**src/rtl/nce_pkg.sv**
```systemverilog
// Shared constants, codes and types of the nearest exemplar color classifier.
package nce_pkg;

   localparam int COLOR_W     = 16;
   localparam int DIST_W      = 34;
   localparam int SLOT_W      = 4;
   localparam int COUNT_W     = 5;
   localparam int INDEX_W     = 5;
   localparam int TABLE_SLOTS = 16;
   localparam int CSR_INDEX_W = 1;

   // Result index when nothing lies under the threshold
   localparam logic [INDEX_W-1:0] MATCH_NONE = 5'h1F;

   // Input word kinds
   localparam logic KIND_LOAD  = 1'b0;
   localparam logic KIND_PIXEL = 1'b1;

   // Register indexes
   localparam logic [CSR_INDEX_W-1:0] REG_THRESHOLD = 1'b0;
   localparam logic [CSR_INDEX_W-1:0] REG_COUNT     = 1'b1;

   // Command codes passed from front to back
   localparam logic [1:0] OP_SKIP  = 2'd0;
   localparam logic [1:0] OP_LOAD  = 2'd1;
   localparam logic [1:0] OP_PIXEL = 2'd2;

   typedef struct packed {
      logic [1:0]         op;
      logic [SLOT_W-1:0]  slot;
      logic [COLOR_W-1:0] red;
      logic [COLOR_W-1:0] green;
      logic [COLOR_W-1:0] blue;
      logic               window_end;
   } cmd_type;

endpackage

```
**src/rtl/nce_channels.sv**
```systemverilog
// Handshake channels for input words and result words.
interface nce_req_if;
   logic                        valid;
   logic                        ready;
   logic                        kind;
   logic [nce_pkg::SLOT_W-1:0]  exemplar_slot;
   logic [nce_pkg::COLOR_W-1:0] red;
   logic [nce_pkg::COLOR_W-1:0] green;
   logic [nce_pkg::COLOR_W-1:0] blue;
   logic                        window_end;

   modport source (output valid, kind, exemplar_slot, red, green, blue, window_end,
                   input ready);
   modport sink   (input valid, kind, exemplar_slot, red, green, blue, window_end,
                   output ready);
endinterface

interface nce_rsp_if;
   logic                               valid;
   logic                               ready;
   logic signed [nce_pkg::INDEX_W-1:0] match_index;
   logic [nce_pkg::DIST_W-1:0]         min_distance;

   modport source (output valid, match_index, min_distance, input ready);
   modport sink   (input valid, match_index, min_distance, output ready);
endinterface

```
**src/rtl/nce_front.sv**
```systemverilog
// Front end: accepts input words, masks colors and classifies them into commands.
module nce_front #(
   parameter int TABLE_DEPTH = 16,
   parameter int COLOR_BITS  = 16
) (
   nce_req_if.sink          req_ch,
   input  logic             q_full,
   output logic             q_push,
   output nce_pkg::cmd_type q_cmd
);
   import nce_pkg::*;

   localparam int COLOR_EFF = (COLOR_BITS < COLOR_W) ? COLOR_BITS : COLOR_W;
   localparam logic [COLOR_W-1:0] COLOR_MASK =
      COLOR_W'((COLOR_W+1)'(1) << COLOR_EFF) - COLOR_W'(1);
   localparam logic [COUNT_W-1:0] DEPTH_C = COUNT_W'(TABLE_DEPTH);

   logic slot_in_table;

   // Take a word whenever the queue has room
   assign req_ch.ready  = !q_full;
   assign q_push        = req_ch.valid && !q_full;
   assign slot_in_table = {1'b0, req_ch.exemplar_slot} < DEPTH_C;

   // Classify and mask the word
   always_comb begin
      q_cmd.slot       = req_ch.exemplar_slot;
      q_cmd.red        = req_ch.red & COLOR_MASK;
      q_cmd.green      = req_ch.green & COLOR_MASK;
      q_cmd.blue       = req_ch.blue & COLOR_MASK;
      q_cmd.window_end = req_ch.window_end;
      priority if (req_ch.kind == KIND_PIXEL) begin
         q_cmd.op = OP_PIXEL;
      end else if (slot_in_table) begin
         q_cmd.op = OP_LOAD;
      end else begin
         q_cmd.op = OP_SKIP;
      end
   end

endmodule

```
**src/rtl/nce_queue.sv**
```systemverilog
// Two-entry command queue between front and back.
module nce_queue (
   input  logic             clock,
   input  logic             reset,
   input  logic             push,
   input  nce_pkg::cmd_type push_cmd,
   output logic             full,
   input  logic             pop,
   output logic             not_empty,
   output nce_pkg::cmd_type pop_cmd
);
   import nce_pkg::*;

   cmd_type    slot_ff [2];
   logic       wr_ptr_ff, wr_ptr_in;
   logic       rd_ptr_ff, rd_ptr_in;
   logic [1:0] fill_ff, fill_in;

   assign full      = fill_ff == 2'd2;
   assign not_empty = fill_ff != 2'd0;
   assign pop_cmd   = slot_ff[rd_ptr_ff];

   // Advance pointers and fill level
   always_comb begin
      wr_ptr_in = push ? !wr_ptr_ff : wr_ptr_ff;
      rd_ptr_in = pop ? !rd_ptr_ff : rd_ptr_ff;
      fill_in   = fill_ff + {1'b0, push} - {1'b0, pop};
   end

   always_ff @(posedge clock) begin
      if (reset) begin
         wr_ptr_ff <= 1'b0;
         rd_ptr_ff <= 1'b0;
         fill_ff   <= 2'd0;
      end else begin
         wr_ptr_ff <= wr_ptr_in;
         rd_ptr_ff <= rd_ptr_in;
         fill_ff   <= fill_in;
      end
   end

   // Store the pushed word
   always_ff @(posedge clock) begin
      if (push) begin
         slot_ff[wr_ptr_ff] <= push_cmd;
      end
   end

endmodule

```
**src/rtl/nce_back.sv**
```systemverilog
// Back end: exemplar table, shared distance pipeline, running minimum and result register.
module nce_back #(
   parameter int TABLE_DEPTH = 16
) (
   input  logic                        clock,
   input  logic                        reset,
   input  logic                        q_not_empty,
   input  nce_pkg::cmd_type            q_cmd,
   output logic                        q_pop,
   input  logic [nce_pkg::DIST_W-1:0]  threshold,
   input  logic [nce_pkg::COUNT_W-1:0] exemplar_count,
   nce_rsp_if.source                   rsp_ch
);
   import nce_pkg::*;

   localparam int IDX_W = (TABLE_DEPTH > 1) ? $clog2(TABLE_DEPTH) : 1;
   localparam logic [COUNT_W-1:0] DEPTH_C = COUNT_W'(TABLE_DEPTH);
   localparam int ENTRY_W = 3 * COLOR_W;
   localparam int SQ_W = 2 * COLOR_W;

   localparam logic [1:0] ST_IDLE  = 2'd0;
   localparam logic [1:0] ST_SCAN  = 2'd1;
   localparam logic [1:0] ST_DRAIN = 2'd2;

   logic [ENTRY_W-1:0] table_mem [TABLE_DEPTH];

   logic [1:0]         state_ff, state_in;
   logic [IDX_W-1:0]   idx_ff, idx_in;
   logic [COLOR_W-1:0] pix_r_ff, pix_g_ff, pix_b_ff;
   logic               wend_ff;
   logic [ENTRY_W-1:0] rd_data_ff;
   logic               s1_valid_ff, s1_valid_in;
   logic [IDX_W-1:0]   s1_idx_ff;
   logic               s2_valid_ff;
   logic [IDX_W-1:0]   s2_idx_ff;
   logic [SQ_W-1:0]    sq_r_ff, sq_g_ff, sq_b_ff;
   logic [DIST_W-1:0]  best_dist_ff;
   logic [IDX_W-1:0]   best_idx_ff;
   logic               rsp_valid_ff;
   logic [INDEX_W-1:0] rsp_index_ff;
   logic [DIST_W-1:0]  rsp_dist_ff;

   logic [COUNT_W-1:0] active_n;
   logic               last_idx;
   logic               drained;
   logic               out_free;
   logic               finish;
   logic               emit;
   logic               start_pixel;
   logic               load_entry;
   logic [COLOR_W-1:0] diff_r, diff_g, diff_b;
   logic [DIST_W-1:0]  dist_sum;

   assign active_n    = (exemplar_count > DEPTH_C) ? DEPTH_C : exemplar_count;
   assign last_idx    = (COUNT_W'(idx_ff) + COUNT_W'(1)) == active_n;
   assign drained     = !s1_valid_ff && !s2_valid_ff;
   assign out_free    = !rsp_valid_ff || rsp_ch.ready;
   assign q_pop       = (state_ff == ST_IDLE) && q_not_empty;
   assign start_pixel = q_pop && (q_cmd.op == OP_PIXEL);
   assign load_entry  = q_pop && (q_cmd.op == OP_LOAD);
   assign finish      = (state_ff == ST_DRAIN) && drained && (!wend_ff || out_free);
   assign emit        = finish && wend_ff;

   // Sequence one command at a time
   always_comb begin
      state_in    = state_ff;
      idx_in      = idx_ff;
      s1_valid_in = 1'b0;
      unique case (state_ff)
         ST_IDLE: begin
            idx_in = '0;
            if (start_pixel) begin
               state_in = (active_n == '0) ? ST_DRAIN : ST_SCAN;
            end
         end
         ST_SCAN: begin
            s1_valid_in = 1'b1;
            idx_in      = idx_ff + IDX_W'(1);
            if (last_idx) begin
               state_in = ST_DRAIN;
            end
         end
         ST_DRAIN: begin
            if (finish) begin
               state_in = ST_IDLE;
            end
         end
         default: begin
            state_in = ST_IDLE;
         end
      endcase
   end

   always_ff @(posedge clock) begin
      if (reset) begin
         state_ff    <= ST_IDLE;
         idx_ff      <= '0;
         s1_valid_ff <= 1'b0;
         s2_valid_ff <= 1'b0;
      end else begin
         state_ff    <= state_in;
         idx_ff      <= idx_in;
         s1_valid_ff <= s1_valid_in;
         s2_valid_ff <= s1_valid_ff;
      end
   end

   // Hold the pixel under work
   always_ff @(posedge clock) begin
      if (start_pixel) begin
         pix_r_ff <= q_cmd.red;
         pix_g_ff <= q_cmd.green;
         pix_b_ff <= q_cmd.blue;
         wend_ff  <= q_cmd.window_end;
      end
   end

   // Exemplar table: write on load, registered read at the scan index
   always_ff @(posedge clock) begin
      if (load_entry) begin
         table_mem[q_cmd.slot[IDX_W-1:0]] <= {q_cmd.red, q_cmd.green, q_cmd.blue};
      end
      rd_data_ff <= table_mem[idx_ff];
      s1_idx_ff  <= idx_ff;
   end

   // Absolute differences and squares
   always_comb begin
      diff_r = (pix_r_ff >= rd_data_ff[3*COLOR_W-1:2*COLOR_W])
             ? pix_r_ff - rd_data_ff[3*COLOR_W-1:2*COLOR_W]
             : rd_data_ff[3*COLOR_W-1:2*COLOR_W] - pix_r_ff;
      diff_g = (pix_g_ff >= rd_data_ff[2*COLOR_W-1:COLOR_W])
             ? pix_g_ff - rd_data_ff[2*COLOR_W-1:COLOR_W]
             : rd_data_ff[2*COLOR_W-1:COLOR_W] - pix_g_ff;
      diff_b = (pix_b_ff >= rd_data_ff[COLOR_W-1:0])
             ? pix_b_ff - rd_data_ff[COLOR_W-1:0]
             : rd_data_ff[COLOR_W-1:0] - pix_b_ff;
   end

   always_ff @(posedge clock) begin
      sq_r_ff   <= SQ_W'(diff_r) * SQ_W'(diff_r);
      sq_g_ff   <= SQ_W'(diff_g) * SQ_W'(diff_g);
      sq_b_ff   <= SQ_W'(diff_b) * SQ_W'(diff_b);
      s2_idx_ff <= s1_idx_ff;
   end

   // Sum of squares never exceeds the distance width for 16-bit colors
   assign dist_sum = DIST_W'(sq_r_ff) + DIST_W'(sq_g_ff) + DIST_W'(sq_b_ff);

   // Track the running minimum; strictly smaller replaces, restart on emit
   always_ff @(posedge clock) begin
      if (reset) begin
         best_dist_ff <= '1;
         best_idx_ff  <= '0;
      end else if (emit) begin
         best_dist_ff <= '1;
         best_idx_ff  <= '0;
      end else if (s2_valid_ff && (dist_sum < best_dist_ff)) begin
         best_dist_ff <= dist_sum;
         best_idx_ff  <= s2_idx_ff;
      end
   end

   // Result register
   always_ff @(posedge clock) begin
      if (reset) begin
         rsp_valid_ff <= 1'b0;
      end else if (emit) begin
         rsp_valid_ff <= 1'b1;
      end else if (rsp_ch.ready) begin
         rsp_valid_ff <= 1'b0;
      end
   end

   always_ff @(posedge clock) begin
      if (emit) begin
         rsp_index_ff <= (best_dist_ff < threshold)
                       ? {1'b0, SLOT_W'(best_idx_ff)} : MATCH_NONE;
         rsp_dist_ff  <= best_dist_ff;
      end
   end

   assign rsp_ch.valid        = rsp_valid_ff;
   assign rsp_ch.match_index  = rsp_index_ff;
   assign rsp_ch.min_distance = rsp_dist_ff;

endmodule

```
**src/rtl/nearest_color_exemplar_window.sv**
```systemverilog
// Nearest exemplar color classifier over a pixel window: top level with registers.
// A load word writes the table in the back end; a pixel is compared with N exemplars,
// N being the active exemplar count (at most 16), through the one shared distance
// pipeline that reads one table entry per cycle. A window result is registered once its
// last pixel drains and the output is free; a two-word queue lets the input keep flowing.
// Synchronous active-high reset clears registers, queue and result; table is not cleared.
module nearest_color_exemplar_window #(
   parameter int MAX_EXEMPLARS = 16,
   parameter int COLOR_BITS    = 16
) (
   input  logic                            clock,
   input  logic                            reset,
   nce_req_if.sink                         req_ch,
   nce_rsp_if.source                       rsp_ch,
   input  logic                            csr_we,
   input  logic [nce_pkg::CSR_INDEX_W-1:0] csr_index,
   input  logic [nce_pkg::DIST_W-1:0]      csr_wdata
);
   import nce_pkg::*;

   localparam int TABLE_DEPTH = (MAX_EXEMPLARS < TABLE_SLOTS) ? MAX_EXEMPLARS : TABLE_SLOTS;

   logic [DIST_W-1:0]  threshold_ff;
   logic [COUNT_W-1:0] count_ff;
   logic               q_full, q_push, q_pop, q_not_empty;
   cmd_type            push_cmd, pop_cmd;

   // Configuration registers
   always_ff @(posedge clock) begin
      if (reset) begin
         threshold_ff <= '0;
         count_ff     <= '0;
      end else if (csr_we) begin
         unique case (csr_index)
            REG_THRESHOLD: threshold_ff <= csr_wdata;
            REG_COUNT:     count_ff     <= csr_wdata[COUNT_W-1:0];
            default:       threshold_ff <= threshold_ff;
         endcase
      end
   end

   nce_front #(
      .TABLE_DEPTH (TABLE_DEPTH),
      .COLOR_BITS  (COLOR_BITS)
   ) u_front (
      .req_ch (req_ch),
      .q_full (q_full),
      .q_push (q_push),
      .q_cmd  (push_cmd)
   );

   nce_queue u_queue (
      .clock     (clock),
      .reset     (reset),
      .push      (q_push),
      .push_cmd  (push_cmd),
      .full      (q_full),
      .pop       (q_pop),
      .not_empty (q_not_empty),
      .pop_cmd   (pop_cmd)
   );

   nce_back #(
      .TABLE_DEPTH (TABLE_DEPTH)
   ) u_back (
      .clock          (clock),
      .reset          (reset),
      .q_not_empty    (q_not_empty),
      .q_cmd          (pop_cmd),
      .q_pop          (q_pop),
      .threshold      (threshold_ff),
      .exemplar_count (count_ff),
      .rsp_ch         (rsp_ch)
   );

endmodule
```
**src/flat_wrapper.sv**
```systemverilog
// flat-port wrapper written by rule: the top's interface ports become plain ports
module nearest_color_exemplar_window_flat import nce_pkg::*;
#(
   parameter int MAX_EXEMPLARS = 16,
   parameter int COLOR_BITS    = 16
)
  (clock, reset, csr_we, csr_index, csr_wdata, req_ch_valid, req_ch_kind, req_ch_exemplar_slot, req_ch_red, req_ch_green, req_ch_blue, req_ch_window_end, req_ch_ready, rsp_ch_valid, rsp_ch_match_index, rsp_ch_min_distance, rsp_ch_ready);
  nce_req_if req_ch_i ();
  nce_rsp_if rsp_ch_i ();
  input  logic clock;
  input  logic reset;
  input  logic csr_we;
  input  logic [nce_pkg::CSR_INDEX_W-1:0] csr_index;
  input  logic [nce_pkg::DIST_W-1:0] csr_wdata;
  input wire logic [$bits(req_ch_i.valid)-1:0] req_ch_valid;
  input wire logic [$bits(req_ch_i.kind)-1:0] req_ch_kind;
  input wire logic [$bits(req_ch_i.exemplar_slot)-1:0] req_ch_exemplar_slot;
  input wire logic [$bits(req_ch_i.red)-1:0] req_ch_red;
  input wire logic [$bits(req_ch_i.green)-1:0] req_ch_green;
  input wire logic [$bits(req_ch_i.blue)-1:0] req_ch_blue;
  input wire logic [$bits(req_ch_i.window_end)-1:0] req_ch_window_end;
  output wire logic [$bits(req_ch_i.ready)-1:0] req_ch_ready;
  output wire logic [$bits(rsp_ch_i.valid)-1:0] rsp_ch_valid;
  output wire logic [$bits(rsp_ch_i.match_index)-1:0] rsp_ch_match_index;
  output wire logic [$bits(rsp_ch_i.min_distance)-1:0] rsp_ch_min_distance;
  input wire logic [$bits(rsp_ch_i.ready)-1:0] rsp_ch_ready;
  assign req_ch_i.valid = req_ch_valid;
  assign req_ch_i.kind = req_ch_kind;
  assign req_ch_i.exemplar_slot = req_ch_exemplar_slot;
  assign req_ch_i.red = req_ch_red;
  assign req_ch_i.green = req_ch_green;
  assign req_ch_i.blue = req_ch_blue;
  assign req_ch_i.window_end = req_ch_window_end;
  assign req_ch_ready = req_ch_i.ready;
  assign rsp_ch_valid = rsp_ch_i.valid;
  assign rsp_ch_match_index = rsp_ch_i.match_index;
  assign rsp_ch_min_distance = rsp_ch_i.min_distance;
  assign rsp_ch_i.ready = rsp_ch_ready;
  nearest_color_exemplar_window #(.MAX_EXEMPLARS(MAX_EXEMPLARS), .COLOR_BITS(COLOR_BITS)) u_core (.clock(clock), .reset(reset), .req_ch(req_ch_i), .rsp_ch(rsp_ch_i), .csr_we(csr_we), .csr_index(csr_index), .csr_wdata(csr_wdata));
endmodule
```
**config.mk**
```make
export PLATFORM = sky130hd
export DESIGN_NAME = nearest_color_exemplar_window_flat
export DESIGN_NICKNAME = d
export VERILOG_FILES = /design/src/rtl/nce_pkg.sv /design/src/rtl/nce_channels.sv /design/src/rtl/nce_front.sv /design/src/rtl/nce_queue.sv /design/src/rtl/nce_back.sv /design/src/rtl/nearest_color_exemplar_window.sv /design/src/flat_wrapper.sv
export SDC_FILE = /design/constraint.sdc
export NUM_CORES = 2
export LEC_CHECK = 0
export ABC_AREA = 1
export BUFFER_PORTS_ARGS = -buffer_cell sky130_fd_sc_hd__buf_4
export CORE_UTILIZATION = 60
export DETAILED_ROUTE_END_ITERATION = 8
export PLACE_DENSITY = 0.77
export REMOVE_ABC_BUFFERS = 1
export SLEW_MARGIN = 0
export SYNTH_ARGS = -nofsm -noshare
export SYNTH_HDL_FRONTEND = slang
export SYNTH_SLANG_ARGS = --single-unit
```
**constraint.sdc**
```tcl
create_clock -name clock -period 15.9 [get_ports clock]
set_input_delay 2.385 -clock clock [delete_from_list [all_inputs] [get_ports clock]]
set_output_delay 2.385 -clock clock [all_outputs]
set_load 0.03 [all_outputs]
```
==> metrics.log <==
INFO  metric outcome = completed
INFO  metric ctsRootBufferMaster = sky130_fd_sc_hd__clkbuf_16
INFO  metric placed_cells_incl_taps = 8745
INFO  metric syn-mean-instance-area = 10.4 sq um
INFO  metric drt_drc_violations_left = 0
INFO  metric synth_cell_types = 61
INFO  metric gp_routability_congestion = 0.956
INFO  metric ys.flop_type = sky130_fd_sc_hd__edfxtp_1
INFO  metric max_freq = 122 MHz
INFO  metric route.detailed.wl_per_inst = 20.2 microns
INFO  metric fin_cells = 8964
INFO  metric clock-sinks = 1206
INFO  metric timing.final.hold_violations = 0
INFO  metric cts_hold_buf = 0
INFO  metric multiInputGateArea = 35300 sq um
INFO  metric n_antenna_cell = 0
INFO  metric synth_edf_count = 966
INFO  metric hpwlAfterDp = 126000 microns
INFO  metric grt_pass1_wl = 284000 microns
INFO  metric post_cts_resize_count = 0
INFO  metric synth-seq-area-share = 0.455
INFO  metric setup_viol_count_final = 0
INFO  metric crit-reg2reg-launch = u_core.u_back.pix_r_ff[6]
INFO  metric syn_area = 74400 sq um
INFO  metric postPlaceCellArea = 76900 sq um
INFO  metric largest_net_degree_at_the_start_of_global_routing = 104
INFO  metric hp_start = u_core.u_back.s1_idx_ff[3]
INFO  metric via_per_inst = 5.70
INFO  metric yosysTopAreaCellShare = 0.390
INFO  metric dieArea = 125000 sq um
INFO  metric share_of_final_layout_standard_cells_stronger_than_drive_strength_1 = 0.0702
INFO  metric cts-root-to-sink-buffers = 3
INFO  metric worst_path_clk_slew = 0.06 ns
INFO  metric timing.slew.headroom = 0.175
INFO  metric clock_latency_late_sink = 0.75 ns
INFO  metric cts_buffers = 115
INFO  metric cp.required = 16.52 ns
INFO  metric synth-async-reset-ratio = 0
INFO  metric mostFrequentLayoutCells = sky130_fd_sc_hd__inv_1 (1148), sky130_fd_sc_hd__nand2_1 (1093), sky130_fd_sc_hd__edfxtp_1 (966), sky130_fd_sc_hd__nor2_1 (665), sky130_fd_sc_hd__fa_1 (524)
INFO  metric setup.worst_path.end_class = flip-flop
INFO  metric setup.worst_path.start_class = flip-flop
INFO  metric placement.setup.worst_slack = 7.84 ns
INFO  metric floorplan.io_pins = 135
INFO  metric period_minus_slack = 8.16 ns
INFO  metric worstSetupStartpoint = u_core.u_back.pix_r_ff[6]
INFO  metric finalSetupTns = 0 ns
INFO  metric layout.filler_cells = 9392
INFO  metric postRouteWirelength = 181000 microns
INFO  metric drv.max_cap_violation_count = 0
INFO  metric tritoncts = built
INFO  metric setup_slack = 7.74 ns
INFO  metric drt_first_pass_iters = 6
INFO  metric timing.critical_path.arrival = 8.79 ns
INFO  metric critPathMaxStageDelay = 0.65 ns
INFO  metric timing.clock.skew = 0.0486 ns
INFO  metric synth.ff_latch_count = 1206
INFO  metric hold_path.class = reg -> reg
INFO  metric htree_levels = 3
INFO  metric row_count = 128
INFO  metric num_vias = 51100
INFO  metric initialDrtViolationCount = 4595
INFO  metric tightestPinTransition = 1.23 ns
INFO  metric synth_cells = 7166
INFO  metric post-cts-setup-buffers = 0
INFO  metric buffer_ports.inserted = 134
INFO  metric critPathMaxFanout = 14
INFO  metric post-route-period-util = 0.514
INFO  metric die-width = 354 microns
INFO  metric worst_path_max_delay_cell = sky130_fd_sc_hd__a21oi_2
INFO  metric seq_area = 33800 sq um
INFO  metric yosys_warnings = 0
INFO  metric antenna_found_initial = 3
INFO  metric final_common_cell = sky130_fd_sc_hd__inv_1
INFO  metric die-height = 354 microns
INFO  metric worstSetupPathType = reg -> reg
INFO  metric netlist_top_cells_area = sky130_fd_sc_hd__edfxtp_1 (39%), sky130_fd_sc_hd__fa_1 (14%), sky130_fd_sc_hd__ha_1 (8.2%)
INFO  metric fin_area = 80800 sq um
INFO  metric grt_setup_unrepaired = no
INFO  metric final_max_slew_viol_count = 0
INFO  metric synth_area_leader_cell = sky130_fd_sc_hd__edfxtp_1
INFO  metric global_route.usage.total = 0.291
INFO  metric start_util = 0.608
INFO  metric grt-ovfl-total = 0
INFO  metric floorplan.core_area = 122000 sq um
INFO  metric number_of_global_route_vias_before_repair = 52000
INFO  metric area_delta_synth_final = 8.62%
INFO  metric drt.antenna.violating_nets = 0
INFO  metric finalNetCount = 8341
-- cells by family (layout without fill, tap and decap cells) --
logic type                 after synthesis  in the layout  share of synthesized area
xor gates and xnor gates               184            184                     0.0220
DFF                                   1206           1206                      0.455
AOI/OAI and AO/OA                      965            965                     0.0787
other                                    2              3                   0.000101
and+or+nand+nor                       2166           2166                      0.118
buffers and inverters                 1413           1585                     0.0728
muxes                                  220            220                     0.0304
adders and majority gates             1010           1010                      0.223
-- flip-flops by register name, summed over array words and instances, names as in the netlist, 2 cells and up, named ones only --
name / cells
u_core.u_back.s1_idx_ff: 4
u_core.u_back.state_ff: 2
u_core.u_back.pix_b_ff: 16
u_core.u_back.table_mem: 768
u_core.threshold_ff: 34
u_core.u_back.rsp_ch.match_index: 5
u_core.u_queue.slot_ff: 110
u_core.u_back.rd_data_ff: 48
u_core.u_back.pix_g_ff: 16
u_core.u_back.rsp_ch.min_distance: 34
u_core.u_back.sq_b_ff: 31
u_core.u_back.idx_ff: 4
u_core.u_back.best_idx_ff: 4
u_core.u_back.sq_r_ff: 31
u_core.count_ff: 5
u_core.u_back.best_dist_ff: 34
u_core.u_queue.fill_ff: 2
u_core.u_back.sq_g_ff: 31
u_core.u_back.s2_idx_ff: 4
u_core.u_back.pix_r_ff: 16
-- path summary, 6_finish.rpt --
kind / to / slack (ns) / cells after the start
setup reg to reg: u_core.u_back.sq_r_ff[31] / 7.74 / 30
hold reg to reg: u_core.u_back.s2_idx_ff[3] / 0.33 / 0
setup / recovery: u_core.u_back.sq_r_ff[31] / 7.74 / 30
hold / removal: u_core.u_back.s2_idx_ff[3] / 0.33 / 0
-- critical path, delay by kind of cell (launching register included) --
kind / cells / cell delay, ns
flops: 1 / 0.36
fa+ha+maj: 8 / 3.80
compound gates: 3 / 1.30
buf+inv: 7 / 0.56
simple gates: 12 / 2.02
-- area by class of cell --
| cell class | instances | share of cell area |
|---|---|---|
| well taps | 1625 | 0.0252 |
| clock buffers | 162 | 0.0390 |
| multi-input cells | 4548 | 0.437 |
| inverters | 1189 | 0.0553 |
| clock inverters | 57 | 0.00857 |
| flip-flops and latches | 1206 | 0.419 |
| repair buffers | 177 | 0.0164 |
-- routing by layer --
metal  up-vias  track usage  share of wire
met5         -            0              0
met4         0       0.0903          0.029
met3       299       0.0401          0.072
met2      1995        0.489           0.49
met1     24900        0.391           0.41
li1      23900            -              -
-- metrics by stage --
| stage | hold WS, ns | utilization |
|---|---|---|
| 2_1_floorplan | 0.310 | - |
| 3_3_place_gp | 0.311 | 0.629 |
| 3_5_place_dp | 0.312 | 0.629 |
| 4_1_cts | 0.326 | 0.660 |
| 5_1_grt | 0.333 | 0.660 |
| 6_report | 0.326 | 0.660 |
-- cell usage after synthesis (4+ instances only) --
cell type / number
sky130_fd_sc_hd__ha_1: 486
sky130_fd_sc_hd__clkinv_1: 5
sky130_fd_sc_hd__dfxtp_1: 240
sky130_fd_sc_hd__nand3_1: 257
sky130_fd_sc_hd__mux2i_1: 171
sky130_fd_sc_hd__inv_1: 1151
sky130_fd_sc_hd__xnor2_1: 49
sky130_fd_sc_hd__nor2_1: 683
sky130_fd_sc_hd__inv_2: 33
sky130_fd_sc_hd__nand2_2: 36
sky130_fd_sc_hd__o221ai_1: 170
sky130_fd_sc_hd__o32ai_1: 22
sky130_fd_sc_hd__o21bai_1: 34
sky130_fd_sc_hd__o21a_1: 19
sky130_fd_sc_hd__mux2_2: 49
sky130_fd_sc_hd__nand4_1: 30
sky130_fd_sc_hd__a21o_1: 8
sky130_fd_sc_hd__clkbuf_2: 5
sky130_fd_sc_hd__buf_1: 13
sky130_fd_sc_hd__xor2_1: 133
sky130_fd_sc_hd__fa_1: 524
sky130_fd_sc_hd__nor3_1: 39
sky130_fd_sc_hd__a21oi_1: 304
sky130_fd_sc_hd__buf_2: 43
sky130_fd_sc_hd__a31oi_1: 7
sky130_fd_sc_hd__o211ai_1: 26
sky130_fd_sc_hd__clkbuf_1: 151
sky130_fd_sc_hd__buf_4: 10
sky130_fd_sc_hd__o21ai_0: 352
sky130_fd_sc_hd__edfxtp_1: 966
sky130_fd_sc_hd__nor4_1: 7
sky130_fd_sc_hd__a21oi_2: 4
sky130_fd_sc_hd__nand2_1: 1093
Power is left out: the tool's default activity adds up to more than one toggle a clock period on the data nets, which glitch-free logic cannot reach.
